--- config.mk ---
export PLATFORM = sky130hd
export DESIGN_NAME = subtitle_glyph_alpha_blend
export DESIGN_NICKNAME = d
export VERILOG_FILES = /design/src/hw/rtl/sgab_pkg.sv /design/src/hw/rtl/sgab_front.sv /design/src/hw/rtl/sgab_div.sv /design/src/hw/rtl/subtitle_glyph_alpha_blend.sv
export SDC_FILE = /design/constraint.sdc
export NUM_CORES = 2
export LEC_CHECK = 0
export ABC_AREA = 0
export BUFFER_PORTS_ARGS = -buffer_cell sky130_fd_sc_hd__buf_2
export CAP_MARGIN = 5
export CORE_AREA = 4 4 569 571
export CTS_BUF_LIST = sky130_fd_sc_hd__clkbuf_8 sky130_fd_sc_hd__clkbuf_16
export DETAILED_ROUTE_END_ITERATION = 6
export DIE_AREA = 0 0 573 575
export PLACE_DENSITY = 0.48
export SLEW_MARGIN = 15
export SYNTH_ARGS = -nofsm -noshare
export SYNTH_HDL_FRONTEND = slang
export SYNTH_HIERARCHICAL = 1
export SYNTH_SLANG_ARGS = --single-unit
--- constraint.sdc ---
create_clock -name clk -period 5.9 [get_ports clk]
set_input_delay 0.59 -clock clk [delete_from_list [all_inputs] [get_ports clk]]
set_output_delay 0.59 -clock clk [all_outputs]
set_load 0.01 [all_outputs]
--- src/hw/rtl/sgab_pkg.sv ---
// ---------------------------------------------------------------------------
// sgab_pkg
// types, constants and helpers for the subtitle glyph alpha blender
// ---------------------------------------------------------------------------
package sgab_pkg;

    localparam int unsigned NUM_LANES    = 3;
    localparam int unsigned FRONT_STAGES = 7;
    localparam int unsigned DIV_STAGES   = 8;
    localparam int unsigned NUM_STAGES   = FRONT_STAGES + DIV_STAGES + 1;

    // register index, byte address is 4 times this
    typedef enum logic [1:0] {
        REG_RED    = 2'd0,
        REG_GREEN  = 2'd1,
        REG_BLUE   = 2'd2,
        REG_TRANSP = 2'd3
    } reg_idx_t;

    typedef struct packed {
        logic [7:0] red;
        logic [7:0] green;
        logic [7:0] blue;
        logic [7:0] transp;
    } cfg_t;

    // per-pixel data that rides alongside the color lanes
    typedef struct packed {
        logic       empty;
        logic [7:0] ga;
        logic [7:0] ra;
    } side_t;

    // stage advance enables from the valid chain
    typedef struct packed {
        logic [FRONT_STAGES-1:0] front;
        logic [DIV_STAGES-1:0]   div;
    } adv_t;

    // exact x / 255 for x <= 255 * 255
    function automatic logic [7:0] div255_16(input logic [15:0] x);
        logic [16:0] s;
        s = {1'b0, x} + {9'd0, x[15:8]} + 17'd1;
        return s[15:8];
    endfunction

endpackage

--- src/hw/rtl/sgab_front.sv ---
// ---------------------------------------------------------------------------
// sgab_front
// glyph alpha, result alpha and the over-rule numerators, seven stages
// ---------------------------------------------------------------------------
module sgab_front (
    input  logic                                   clk,
    input  sgab_pkg::adv_t                         adv,
    input  sgab_pkg::cfg_t                         cfg,
    input  logic [7:0]                             coverage,
    input  logic [7:0]                             dst_red,
    input  logic [7:0]                             dst_green,
    input  logic [7:0]                             dst_blue,
    input  logic [7:0]                             dst_alpha,
    output logic [sgab_pkg::NUM_LANES-1:0][15:0]   rem,
    output logic [sgab_pkg::NUM_LANES-1:0]         sat,
    output sgab_pkg::side_t                        side
);

    localparam int unsigned NL = sgab_pkg::NUM_LANES;

    logic [7:0]  dst_c   [NL];
    logic [7:0]  glyph_c [NL];

    // stage 0
    logic [15:0] p_ga_reg;
    logic [15:0] dd0_reg [NL];
    logic [7:0]  inv_da0_reg;
    logic        empty0_reg;
    // stage 1
    logic [7:0]  ga1_reg;
    logic [15:0] dd1_reg [NL];
    logic [7:0]  inv_da1_reg;
    logic        empty1_reg;
    // stage 2
    logic [15:0] ra_p_reg;
    logic [23:0] kp2_reg [NL];
    logic [15:0] sp2_reg [NL];
    logic [7:0]  ga2_reg;
    logic        empty2_reg;
    // stage 3
    logic [7:0]  ra3_reg;
    logic [15:0] kq3_reg [NL];
    logic [23:0] kp3_reg [NL];
    logic [15:0] sp3_reg [NL];
    logic [7:0]  ga3_reg;
    logic        empty3_reg;
    // stage 4
    logic [15:0] kept4_reg [NL];
    logic [15:0] sp4_reg   [NL];
    logic [7:0]  ra4_reg;
    logic [7:0]  ga4_reg;
    logic        empty4_reg;
    // stage 5
    logic [16:0] num5_reg [NL];
    logic [7:0]  ra5_reg;
    logic [7:0]  ga5_reg;
    logic        empty5_reg;
    // stage 6
    logic [15:0] rem6_reg [NL];
    logic [NL-1:0] sat6_reg;
    sgab_pkg::side_t side6_reg;

    logic [7:0]  inv_ga2_next;
    logic [23:0] kq3_next [NL];
    logic [23:0] r4_next  [NL];

    assign dst_c[0]   = dst_red;
    assign dst_c[1]   = dst_green;
    assign dst_c[2]   = dst_blue;
    assign glyph_c[0] = cfg.red;
    assign glyph_c[1] = cfg.green;
    assign glyph_c[2] = cfg.blue;

    assign inv_ga2_next = 8'd255 - ga1_reg;

    always_comb
    begin
        for (int c = 0; c < NL; c++)
        begin
            // shift-add estimate of x / 255, low by at most one
            kq3_next[c] = kp2_reg[c] + {8'd0, kp2_reg[c][23:8]} + {16'd0, kp2_reg[c][23:16]};
            r4_next[c]  = kp3_reg[c] - ({kq3_reg[c], 8'h00} - {8'h00, kq3_reg[c]});
        end
    end

    always_ff @(posedge clk)
    begin
        if (adv.front[0])
        begin
            p_ga_reg    <= 16'(coverage) * 16'(8'd255 - cfg.transp);
            inv_da0_reg <= 8'd255 - dst_alpha;
            empty0_reg  <= (dst_alpha == 8'd0);
            for (int c = 0; c < NL; c++)
                dd0_reg[c] <= 16'(dst_c[c]) * 16'(dst_alpha);
        end
        if (adv.front[1])
        begin
            ga1_reg     <= sgab_pkg::div255_16(p_ga_reg);
            inv_da1_reg <= inv_da0_reg;
            empty1_reg  <= empty0_reg;
            for (int c = 0; c < NL; c++)
                dd1_reg[c] <= dd0_reg[c];
        end
        if (adv.front[2])
        begin
            ra_p_reg   <= 16'(inv_da1_reg) * 16'(inv_ga2_next);
            ga2_reg    <= ga1_reg;
            empty2_reg <= empty1_reg;
            for (int c = 0; c < NL; c++)
            begin
                kp2_reg[c] <= 24'(dd1_reg[c]) * 24'(inv_ga2_next);
                sp2_reg[c] <= 16'(glyph_c[c]) * 16'(ga1_reg);
            end
        end
        if (adv.front[3])
        begin
            ra3_reg    <= 8'd255 - sgab_pkg::div255_16(ra_p_reg);
            ga3_reg    <= ga2_reg;
            empty3_reg <= empty2_reg;
            for (int c = 0; c < NL; c++)
            begin
                kq3_reg[c] <= kq3_next[c][23:8];
                kp3_reg[c] <= kp2_reg[c];
                sp3_reg[c] <= sp2_reg[c];
            end
        end
        if (adv.front[4])
        begin
            ra4_reg    <= ra3_reg;
            ga4_reg    <= ga3_reg;
            empty4_reg <= empty3_reg;
            for (int c = 0; c < NL; c++)
            begin
                kept4_reg[c] <= kq3_reg[c] + {15'd0, (r4_next[c] >= 24'd255)};
                sp4_reg[c]   <= sp3_reg[c];
            end
        end
        if (adv.front[5])
        begin
            ra5_reg    <= ra4_reg;
            ga5_reg    <= ga4_reg;
            empty5_reg <= empty4_reg;
            for (int c = 0; c < NL; c++)
                num5_reg[c] <= {1'b0, kept4_reg[c]} + {1'b0, sp4_reg[c]};
        end
        if (adv.front[6])
        begin
            side6_reg.empty <= empty5_reg;
            side6_reg.ga    <= ga5_reg;
            side6_reg.ra    <= ra5_reg;
            for (int c = 0; c < NL; c++)
            begin
                // quotient of 256 or more clips to full scale
                sat6_reg[c] <= (num5_reg[c] >= {1'b0, ra5_reg, 8'h00});
                rem6_reg[c] <= num5_reg[c][15:0];
            end
        end
    end

    always_comb
    begin
        for (int c = 0; c < NL; c++)
            rem[c] = rem6_reg[c];
    end

    assign sat  = sat6_reg;
    assign side = side6_reg;

endmodule

--- src/hw/rtl/sgab_div.sv ---
// ---------------------------------------------------------------------------
// sgab_div
// restoring divider by the result alpha, one quotient bit per stage
// ---------------------------------------------------------------------------
module sgab_div (
    input  logic                                   clk,
    input  sgab_pkg::adv_t                         adv,
    input  logic [sgab_pkg::NUM_LANES-1:0][15:0]   rem_in,
    input  logic [sgab_pkg::NUM_LANES-1:0]         sat_in,
    input  sgab_pkg::side_t                        side_in,
    output logic [sgab_pkg::NUM_LANES-1:0][7:0]    quo,
    output sgab_pkg::side_t                        side_out
);

    localparam int unsigned NL = sgab_pkg::NUM_LANES;
    localparam int unsigned NS = sgab_pkg::DIV_STAGES;

    logic [NL-1:0][15:0] rem_reg  [NS];
    logic [NL-1:0][7:0]  quo_reg  [NS];
    logic [NL-1:0]       sat_reg  [NS];
    sgab_pkg::side_t     side_reg [NS];

    for (genvar k = 0; k < NS; k++)
    begin : g_stage
        localparam int unsigned SH = NS - 1 - k;

        logic [NL-1:0][15:0] rem_prev;
        logic [NL-1:0][7:0]  quo_prev;
        logic [NL-1:0]       sat_prev;
        sgab_pkg::side_t     side_prev;
        logic [15:0]         dvs;

        if (k == 0)
        begin : g_first
            assign rem_prev  = rem_in;
            assign quo_prev  = '0;
            assign sat_prev  = sat_in;
            assign side_prev = side_in;
        end
        else
        begin : g_rest
            assign rem_prev  = rem_reg[k-1];
            assign quo_prev  = quo_reg[k-1];
            assign sat_prev  = sat_reg[k-1];
            assign side_prev = side_reg[k-1];
        end

        assign dvs = 16'(side_prev.ra) << SH;

        always_ff @(posedge clk)
        begin
            if (adv.div[k])
            begin
                sat_reg[k]  <= sat_prev;
                side_reg[k] <= side_prev;
                for (int c = 0; c < NL; c++)
                begin
                    if (rem_prev[c] >= dvs)
                    begin
                        rem_reg[k][c] <= rem_prev[c] - dvs;
                        quo_reg[k][c] <= quo_prev[c] | (8'd1 << SH);
                    end
                    else
                    begin
                        rem_reg[k][c] <= rem_prev[c];
                        quo_reg[k][c] <= quo_prev[c];
                    end
                end
            end
        end
    end

    always_comb
    begin
        for (int c = 0; c < NL; c++)
            quo[c] = sat_reg[NS-1][c] ? 8'hFF : quo_reg[NS-1][c];
    end

    assign side_out = side_reg[NS-1];

endmodule

--- src/hw/rtl/subtitle_glyph_alpha_blend.sv ---
// ---------------------------------------------------------------------------
// subtitle_glyph_alpha_blend
// blends a glyph coverage byte into a straight-alpha rgba pixel
// ---------------------------------------------------------------------------
// Takes one pixel per clock while the output is not stalled: seven stages
// form the glyph alpha, the result alpha and the over-rule numerators,
// eight stages run a restoring divide by the result alpha one quotient bit
// each, and one output register holds the word. Every stage has its own
// valid bit, so a stall on the output side only stops the input once every
// stage is full; in steady flow the block moves one word per clock in and
// out. Glyph color and transparency must be set over the apb port only
// while no pixel is in flight; the block itself does not enforce this.
module subtitle_glyph_alpha_blend (
    input  logic        clk,
    input  logic        rst_n,
    // input word
    input  logic        s_tvalid,
    output logic        s_tready,
    input  logic [39:0] s_tdata,   // coverage, dst_red, dst_green, dst_blue, dst_alpha
    // output word
    output logic        m_tvalid,
    input  logic        m_tready,
    output logic [31:0] m_tdata,   // out_red, out_green, out_blue, out_alpha
    // configuration
    input  logic        psel,
    input  logic        penable,
    input  logic        pwrite,
    input  logic [3:0]  paddr,
    input  logic [31:0] pwdata,
    output logic [31:0] prdata,
    output logic        pready
);

    localparam int unsigned NL = sgab_pkg::NUM_LANES;
    localparam int unsigned NS = sgab_pkg::NUM_STAGES;
    localparam int unsigned NF = sgab_pkg::FRONT_STAGES;
    localparam int unsigned ND = sgab_pkg::DIV_STAGES;

    sgab_pkg::cfg_t      cfg_reg;
    sgab_pkg::reg_idx_t  reg_idx;
    logic                cfg_wr;

    logic [NS-1:0]       vld_reg;
    logic [NS-1:0]       adv_all;
    sgab_pkg::adv_t      adv;

    logic [NL-1:0][15:0] rem;
    logic [NL-1:0]       sat;
    sgab_pkg::side_t     side_front;
    logic [NL-1:0][7:0]  quo;
    sgab_pkg::side_t     side_div;

    logic [7:0]          out_red_reg;
    logic [7:0]          out_green_reg;
    logic [7:0]          out_blue_reg;
    logic [7:0]          out_alpha_reg;

    // ---------------- configuration ----------------
    assign pready  = 1'b1;
    assign reg_idx = sgab_pkg::reg_idx_t'(paddr[3:2]);
    assign cfg_wr  = psel && penable && pwrite && pready;

    always_ff @(posedge clk or negedge rst_n)
    begin
        if (!rst_n)
        begin
            cfg_reg.red    <= 8'd255;
            cfg_reg.green  <= 8'd255;
            cfg_reg.blue   <= 8'd255;
            cfg_reg.transp <= 8'd0;
        end
        else if (cfg_wr)
        begin
            case (reg_idx)
                sgab_pkg::REG_RED:    cfg_reg.red    <= pwdata[7:0];
                sgab_pkg::REG_GREEN:  cfg_reg.green  <= pwdata[7:0];
                sgab_pkg::REG_BLUE:   cfg_reg.blue   <= pwdata[7:0];
                sgab_pkg::REG_TRANSP: cfg_reg.transp <= pwdata[7:0];
                default:              cfg_reg        <= cfg_reg;
            endcase
        end
    end

    always_comb
    begin
        case (reg_idx)
            sgab_pkg::REG_RED:    prdata = {24'd0, cfg_reg.red};
            sgab_pkg::REG_GREEN:  prdata = {24'd0, cfg_reg.green};
            sgab_pkg::REG_BLUE:   prdata = {24'd0, cfg_reg.blue};
            sgab_pkg::REG_TRANSP: prdata = {24'd0, cfg_reg.transp};
            default:              prdata = 32'd0;
        endcase
    end

    // ---------------- valid chain ----------------
    // a stage may load when it is empty or the stage after it moves
    always_comb
    begin
        adv_all[NS-1] = !vld_reg[NS-1] || m_tready;
        for (int i = NS - 2; i >= 0; i--)
            adv_all[i] = !vld_reg[i] || adv_all[i+1];
    end

    assign adv.front = adv_all[NF-1:0];
    assign adv.div   = adv_all[NF+ND-1:NF];
    assign s_tready  = adv_all[0];

    always_ff @(posedge clk or negedge rst_n)
    begin
        if (!rst_n)
            vld_reg <= '0;
        else
        begin
            if (adv_all[0])
                vld_reg[0] <= s_tvalid;
            for (int i = 1; i < NS; i++)
                if (adv_all[i])
                    vld_reg[i] <= vld_reg[i-1];
        end
    end

    // ---------------- datapath ----------------
    sgab_front u_front (
        .clk       (clk),
        .adv       (adv),
        .cfg       (cfg_reg),
        .coverage  (s_tdata[7:0]),
        .dst_red   (s_tdata[15:8]),
        .dst_green (s_tdata[23:16]),
        .dst_blue  (s_tdata[31:24]),
        .dst_alpha (s_tdata[39:32]),
        .rem       (rem),
        .sat       (sat),
        .side      (side_front)
    );

    sgab_div u_div (
        .clk      (clk),
        .adv      (adv),
        .rem_in   (rem),
        .sat_in   (sat),
        .side_in  (side_front),
        .quo      (quo),
        .side_out (side_div)
    );

    // empty destination takes the glyph color at glyph alpha; the result
    // alpha of a non-empty destination is never below its own alpha, so it never
    // reaches zero there
    always_ff @(posedge clk)
    begin
        if (adv_all[NS-1])
        begin
            if (side_div.empty)
            begin
                out_red_reg   <= cfg_reg.red;
                out_green_reg <= cfg_reg.green;
                out_blue_reg  <= cfg_reg.blue;
                out_alpha_reg <= side_div.ga;
            end
            else
            begin
                out_red_reg   <= quo[0];
                out_green_reg <= quo[1];
                out_blue_reg  <= quo[2];
                out_alpha_reg <= side_div.ra;
            end
        end
    end

    assign m_tvalid = vld_reg[NS-1];
    assign m_tdata  = {out_alpha_reg, out_blue_reg, out_green_reg, out_red_reg};

endmodule

# [Word-level counts from Yosys, hierarchy flattened]
# Memory sizes are Yosys's and may differ from the RTL's.
# Index checks and enable logic that the tools add are counted.
[totals] register_bits=218 ram_bits=1315 inputBits=83 out_inout_bits=67 word_cells=473 memories=15
[memory_table] name="u_div.rem_reg" words=8 word_bits=48 rd=7 rd_ports_with_merged_regs=0 wr=8 line_no="sgab_div.sv:18" text="logic [NL-1:0][15:0] rem_reg [NS];"
[memory_table] name="u_div.quo_reg" words=8 word_bits=24 rd=8 rd_ports_with_merged_regs=0 wr=8 line_no="sgab_div.sv:19" text="logic [NL-1:0][7:0] quo_reg [NS];"
[memory_table] name="u_div.side_reg" words=8 word_bits=17 rd=8 rd_ports_with_merged_regs=0 wr=8 line_no="sgab_div.sv:21" text="sgab_pkg::side_t side_reg [NS];"
[memory_table] name="u_front.kp2_reg" words=3 word_bits=24 rd=3 rd_ports_with_merged_regs=0 wr=3 line_no="sgab_front.sv:36" text="logic [23:0] kp2_reg [NL];"
[memory_table] name="u_front.kp3_reg" words=3 word_bits=24 rd=3 rd_ports_with_merged_regs=0 wr=3 line_no="sgab_front.sv:43" text="logic [23:0] kp3_reg [NL];"
[memory_table] name="u_front.num5_reg" words=3 word_bits=17 rd=3 rd_ports_with_merged_regs=0 wr=3 line_no="sgab_front.sv:54" text="logic [16:0] num5_reg [NL];"
[memory_table] name="9 more memories"
[op_classes] n_addsub=50 n_mul=11 n_lt_le_gt_ge=30 n_eq_ne=3 n_mux=230 bitwise=48 reduce_logical=40
[op_table] op="$mux W16" n=24
[op_table] op="$mux W8" n=31
[op_table] op="$mux W1" n=174
[op_table] op="$pmux W32 S4" n=1
[op_table] op="$mul A8 B8 Y16" n=7
[op_table] op="$add A24 B16 Y24" n=3
[op_table] op="$add A24 B8 Y24" n=3
[op_table] op="$ge A24 B8 Y1 const B" n=3
[op_table] op="$mul A16 B8 Y24" n=3
[op_table] op="$sub A24 B16 Y24" n=3
[op_table] op="$sub A24 B24 Y24" n=3
[op_table] op="$add A16 B16 Y17" n=3
[op_table] op="$ge A17 B16 Y1" n=3
[op_table] op="$add A16 B1 Y16" n=3
[op_table] op="$ge A16 B10 Y1" n=3
[op_table] op="$ge A16 B11 Y1" n=3
[op_table] op="$ge A16 B12 Y1" n=3
[op_table] op="$ge A16 B13 Y1" n=3
[op_table] op="$ge A16 B14 Y1" n=3
[op_table] op="$ge A16 B15 Y1" n=3
[op_table] op="$ge A16 B8 Y1" n=3
[op_table] op="$ge A16 B9 Y1" n=3
[op_table] op="$or A1 B1 Y1" n=48
[op_table] op="$sub A16 B10 Y16" n=3
[op_table] op="other kinds (20)" n=73

# [Logic depth before layout (Yosys ltp)]
[depth] depth_word=19 mapped_depth=22 ltp_nobuf=21

# [By module]
# The synthesis kept the hierarchy.
[by_module_without_submodules] mod="sgab_front" instances=1 cells_per_inst=5578 area_each_um2=61227.5 seq_area_each_um2=21530.6
[by_module_without_submodules] mod="sgab_div" instances=1 cells_per_inst=2403 area_each_um2=30334.1 seq_area_each_um2=18137.4
[by_module_without_submodules] mod="subtitle_glyph_alpha_blend" instances=1 cells_per_inst=236 area_each_um2=3732.3 seq_area_each_um2=2192.1

# [Worst setup path before layout]
# OpenSTA, ideal clock, no wires.
[synth_path] kind="in2reg" start="input m_tready" end="register u_front.empty4_reg (enable)" setup_ns=1.529 arrival_time_ns=4.575 required_time_ns=4.371 setup_slack_ns=-0.204 cell_stages=3 n_path_buf=0 path_cell_list="nand4b_4 -> nor3_2 -> nand4_1"
[synth_lines] item="from (decl)" line_no="subtitle_glyph_alpha_blend.sv:22" text="input logic m_tready,"
[synth_lines] item="to (signal assigned)" line_no="sgab_front.sv:131" text="empty4_reg <= empty3_reg;"
[synth_lines] item="to (decl)" line_no="sgab_front.sv:52" text="logic empty4_reg;"

==> impl_metrics.toml <==
[timing]
finalCritPeriodShare = 0.9377
tightest_slew_ns = 1.078
rsz0062_at_grt = "no"
fmax_ghz = 0.1808
hold_violations = 0
fin_crit_ns = 5.532
slew_headroom = 0.2765
setup_violations = 0
finClkSkew_ns = 0.1041
whs_ns = 0.2142
finalMaxSlewViolations = 0

[route]
wl_um = 221200
drc = 0
drt_iter0_drc = 3153
viasPerCell = 4.651
firstDrtPassIters = 5
ant_nets = 0
vias = 59070
post_drt_wl_per_cell_um = 17.41

[floorplanning]
fp.coreArea_mm2 = 0.3178
dieWidth_um = 573
die_area_mm2 = 0.3295
initial_core_util = 0.2999
pin_count = 150
num_rows = 207
dieHeight_um = 575

[global_route]
grt_max_degree = 115
grtUsageTotal = 0.1328
grt_pass1_wl_um = 351200
grt_overflow = 0
first_global_vias = 61641
antenna_found_initial = 5

[critical_path]
path_class = "reg2reg"
end_kind = "flip-flop"
cp.required_ns = 6.56
critPathLaunchType = "flip-flop"
worstPathMaxFanout = 28
worstPathArrival_ns = 6.19

[logic_synthesis]
synth_enable_flop_cells = 1353
synth_cells = 8217
async_reset_ff_frac = 0.03426
synth_xor_area_frac = 0.04072
ys_types = 106
synth_sequential_area_ratio = 0.4393
synth_common_cells = "1353 x edfxtp_1, 1101 x inv_1, 889 x ha_1, 610 x fa_1, 451 x nand2_1"
yosys_warnings = 6
synth_top_family_by_area = "adder cells"
avgSynthCellArea_um2 = 11.60
yosys.area_share.simple = 0.1291
yosys_most_used_dff = "edfxtp_1"
muxShareOfSynthArea = 0.01754
synth_top_cell_by_area = "edfxtp_1"
post-synth-top-count-cell = "edfxtp_1"
synth_top_area_frac = 0.4264
synth_compound_area_frac = 0.07583
synthAdderAreaFrac = 0.2449
synthTopCellsByArea = "edfxtp_1 43%, fa_1 13%, ha_1 12%, inv_1 4.3%, xnor2_1 2.9%"
synth_area_mm2 = 0.09529
ys_seq_elements = 1401

[clock_network]
clkTransAtPathRegs_ns = 0.06
clock_latency_ns = 0.83
h-tree-depth = 4
cts_tree = "done"
cts_sinks = 1401
cts_made_buffers = 164
cts_setup_buffers = 0
clockBufferDepth = 4
root_buffer = "clkbuf_16"

[placement]
place.detailed.hpwl_um = 172600
port_buffers = 98
gp_congestion = 0.8318
dpl_cell_area_mm2 = 0.1010

[layout]
postLayoutCellArea_mm2 = 0.1064
drive_gt1_frac = 0.07596
layout.nets = 9981
largest_reg_flops = 336
utilization = 0.3348
area_growth_syn_to_layout_pct = 11.64
fill_cells = 31445

[flow_run]
maxCapViolCount = 0

[status]
status = "complete, no violations"

[worst_hold_path]
hp-class = "in2reg"
-- worst max-delay path, stage by stage (launching register included) --
cell and delay (ns):
edfxtp_1 0.43, buf_12 0.19, buf_12 0.17, nand2b_1 0.17, fa_1 0.47, fa_1 0.55, inv_1 0.05, fa_1 0.48
inv_1 0.05, fa_1 0.47, inv_1 0.04, ha_1 0.31, o21a_1 0.12, o31a_1 0.13, o211ai_1 0.23, a21oi_1 0.10
a211o_1 0.32, o31ai_2 0.25, o21ai_1 0.18, a41oi_1 0.29, mux2i_1 0.21, o311a_1 0.18
-- path summary, 6_finish.rpt --
| check | startpoint | to | slack, ns | depth (start not counted) |
|---|---|---|---|---|
| setup / recovery | u_front/ga1_reg[4] | u_front/kp2_reg[0][71] | 0.37 | 21 |
| hold / removal | s_tdata[24] | u_front/dd0_reg[0][32] | 0.21 | 2 |
| setup reg to reg | u_front/ga1_reg[4] | u_front/kp2_reg[0][71] | 0.37 | 21 |
| hold reg to reg | u_front/sp3_reg[0][5] | u_front/sp4_reg[0][5] | 0.34 | 0 |
| max in group asynchronous | rst_n | vld_reg[14] | 5.12 | 2 |
| min in group asynchronous | rst_n | cfg_reg[6] | 0.35 | 2 |
-- routing by layer --
layer,vias to the layer above,part of all wire,GRT usage
li1,28621,-,-
met3,330,0.028,0.01444
met5,-,0,0
met4,0,0.029,0.03929
met1,29199,0.45,0.1734
met2,920,0.49,0.2318
-- kinds of logic (layout without fill, tap and decap cells) --
group,Yosys count,count (layout)
AND/OR/NAND/NOR,2307,2307
adder cells (fa/ha/maj),1499,1499
flip-flops,1401,1401
buffers and inverters,1295,1573
AO/OA/AOI/OAI,1132,1132
XOR/XNOR,443,443
multiplexers,138,138
other,2,28
-- layout by cell type, fill, tap and decap left out, drive strengths merged, types with 16 or more instances in the layout --
| master | Yosys | layout |
|---|---|---|
| nand3 | 111 | 111 |
| o31a | 21 | 21 |
| nor3 | 130 | 130 |
| nand4 | 49 | 49 |
| o2111ai | 16 | 16 |
| a21o | 105 | 105 |
| edfxtp | 1353 | 1353 |
| nor4b | 18 | 18 |
| dfrtp | 24 | 24 |
| nor2b | 386 | 386 |
| clkbuf | 148 | 169 |
| fa | 610 | 610 |
| or2 | 54 | 54 |
| mux2i | 23 | 23 |
| o21bai | 27 | 27 |
| o21ai | 280 | 280 |
| a211oi | 47 | 47 |
| a31oi | 25 | 25 |
| o41ai | 21 | 21 |
| xnor2 | 315 | 315 |
| a21boi | 28 | 28 |
| or3 | 34 | 34 |
| mux2 | 107 | 107 |
| inv | 1101 | 1124 |
| and2 | 222 | 222 |
| clkinv | 0 | 67 |
| nand2b | 310 | 310 |
| conb | 2 | 25 |
| nor2 | 393 | 393 |
| o21a | 83 | 83 |
| nand2 | 451 | 451 |
| a21oi | 332 | 332 |
| and3 | 27 | 27 |
| ha | 889 | 889 |
| nor4 | 50 | 50 |
| buf | 46 | 177 |
| xor2 | 128 | 128 |
| dfstp | 24 | 24 |
| a31o | 18 | 18 |
| o31ai | 23 | 23 |
-- repair_timing --
item,in CTS,in global routing
gates resized for setup,0,1
endpoints found under the setup margin,0,1
endpoints found under the hold margin,54,0
hold buffers,10,0
-- final cells by class --
cell class	instances	area, um^2	share of cell area
multi-input combinational	5544	48610	0.4569
sequential	1401	41860	0.3935
tap	4180	5230	0.04916
clock buffer	169	4195	0.03943
inverter	1101	4140	0.03892
timing repair buffer	187	1336	0.01256
clock inverter	116	1008	0.009479
antenna	3	7.507	0.00007057
-- stage by stage --
| step | worst slack [ns] | TNS, ns | cells |
|---|---|---|---|
| floorplan | -0.1192 | -13.47 | 8240 |
| global placement | 0.2275 | 0 | 12403 |
| detailed placement | 0.2860 | 0 | 12403 |
| CTS | 0.3320 | 0 | 12698 |
| global route | 0.03115 | 0 | 12700 |
| finish | 0.3677 | 0 | 12701 |
Power is left out: the tool's default activity adds up to more than one toggle a clock period on the data nets, which glitch-free logic cannot reach.
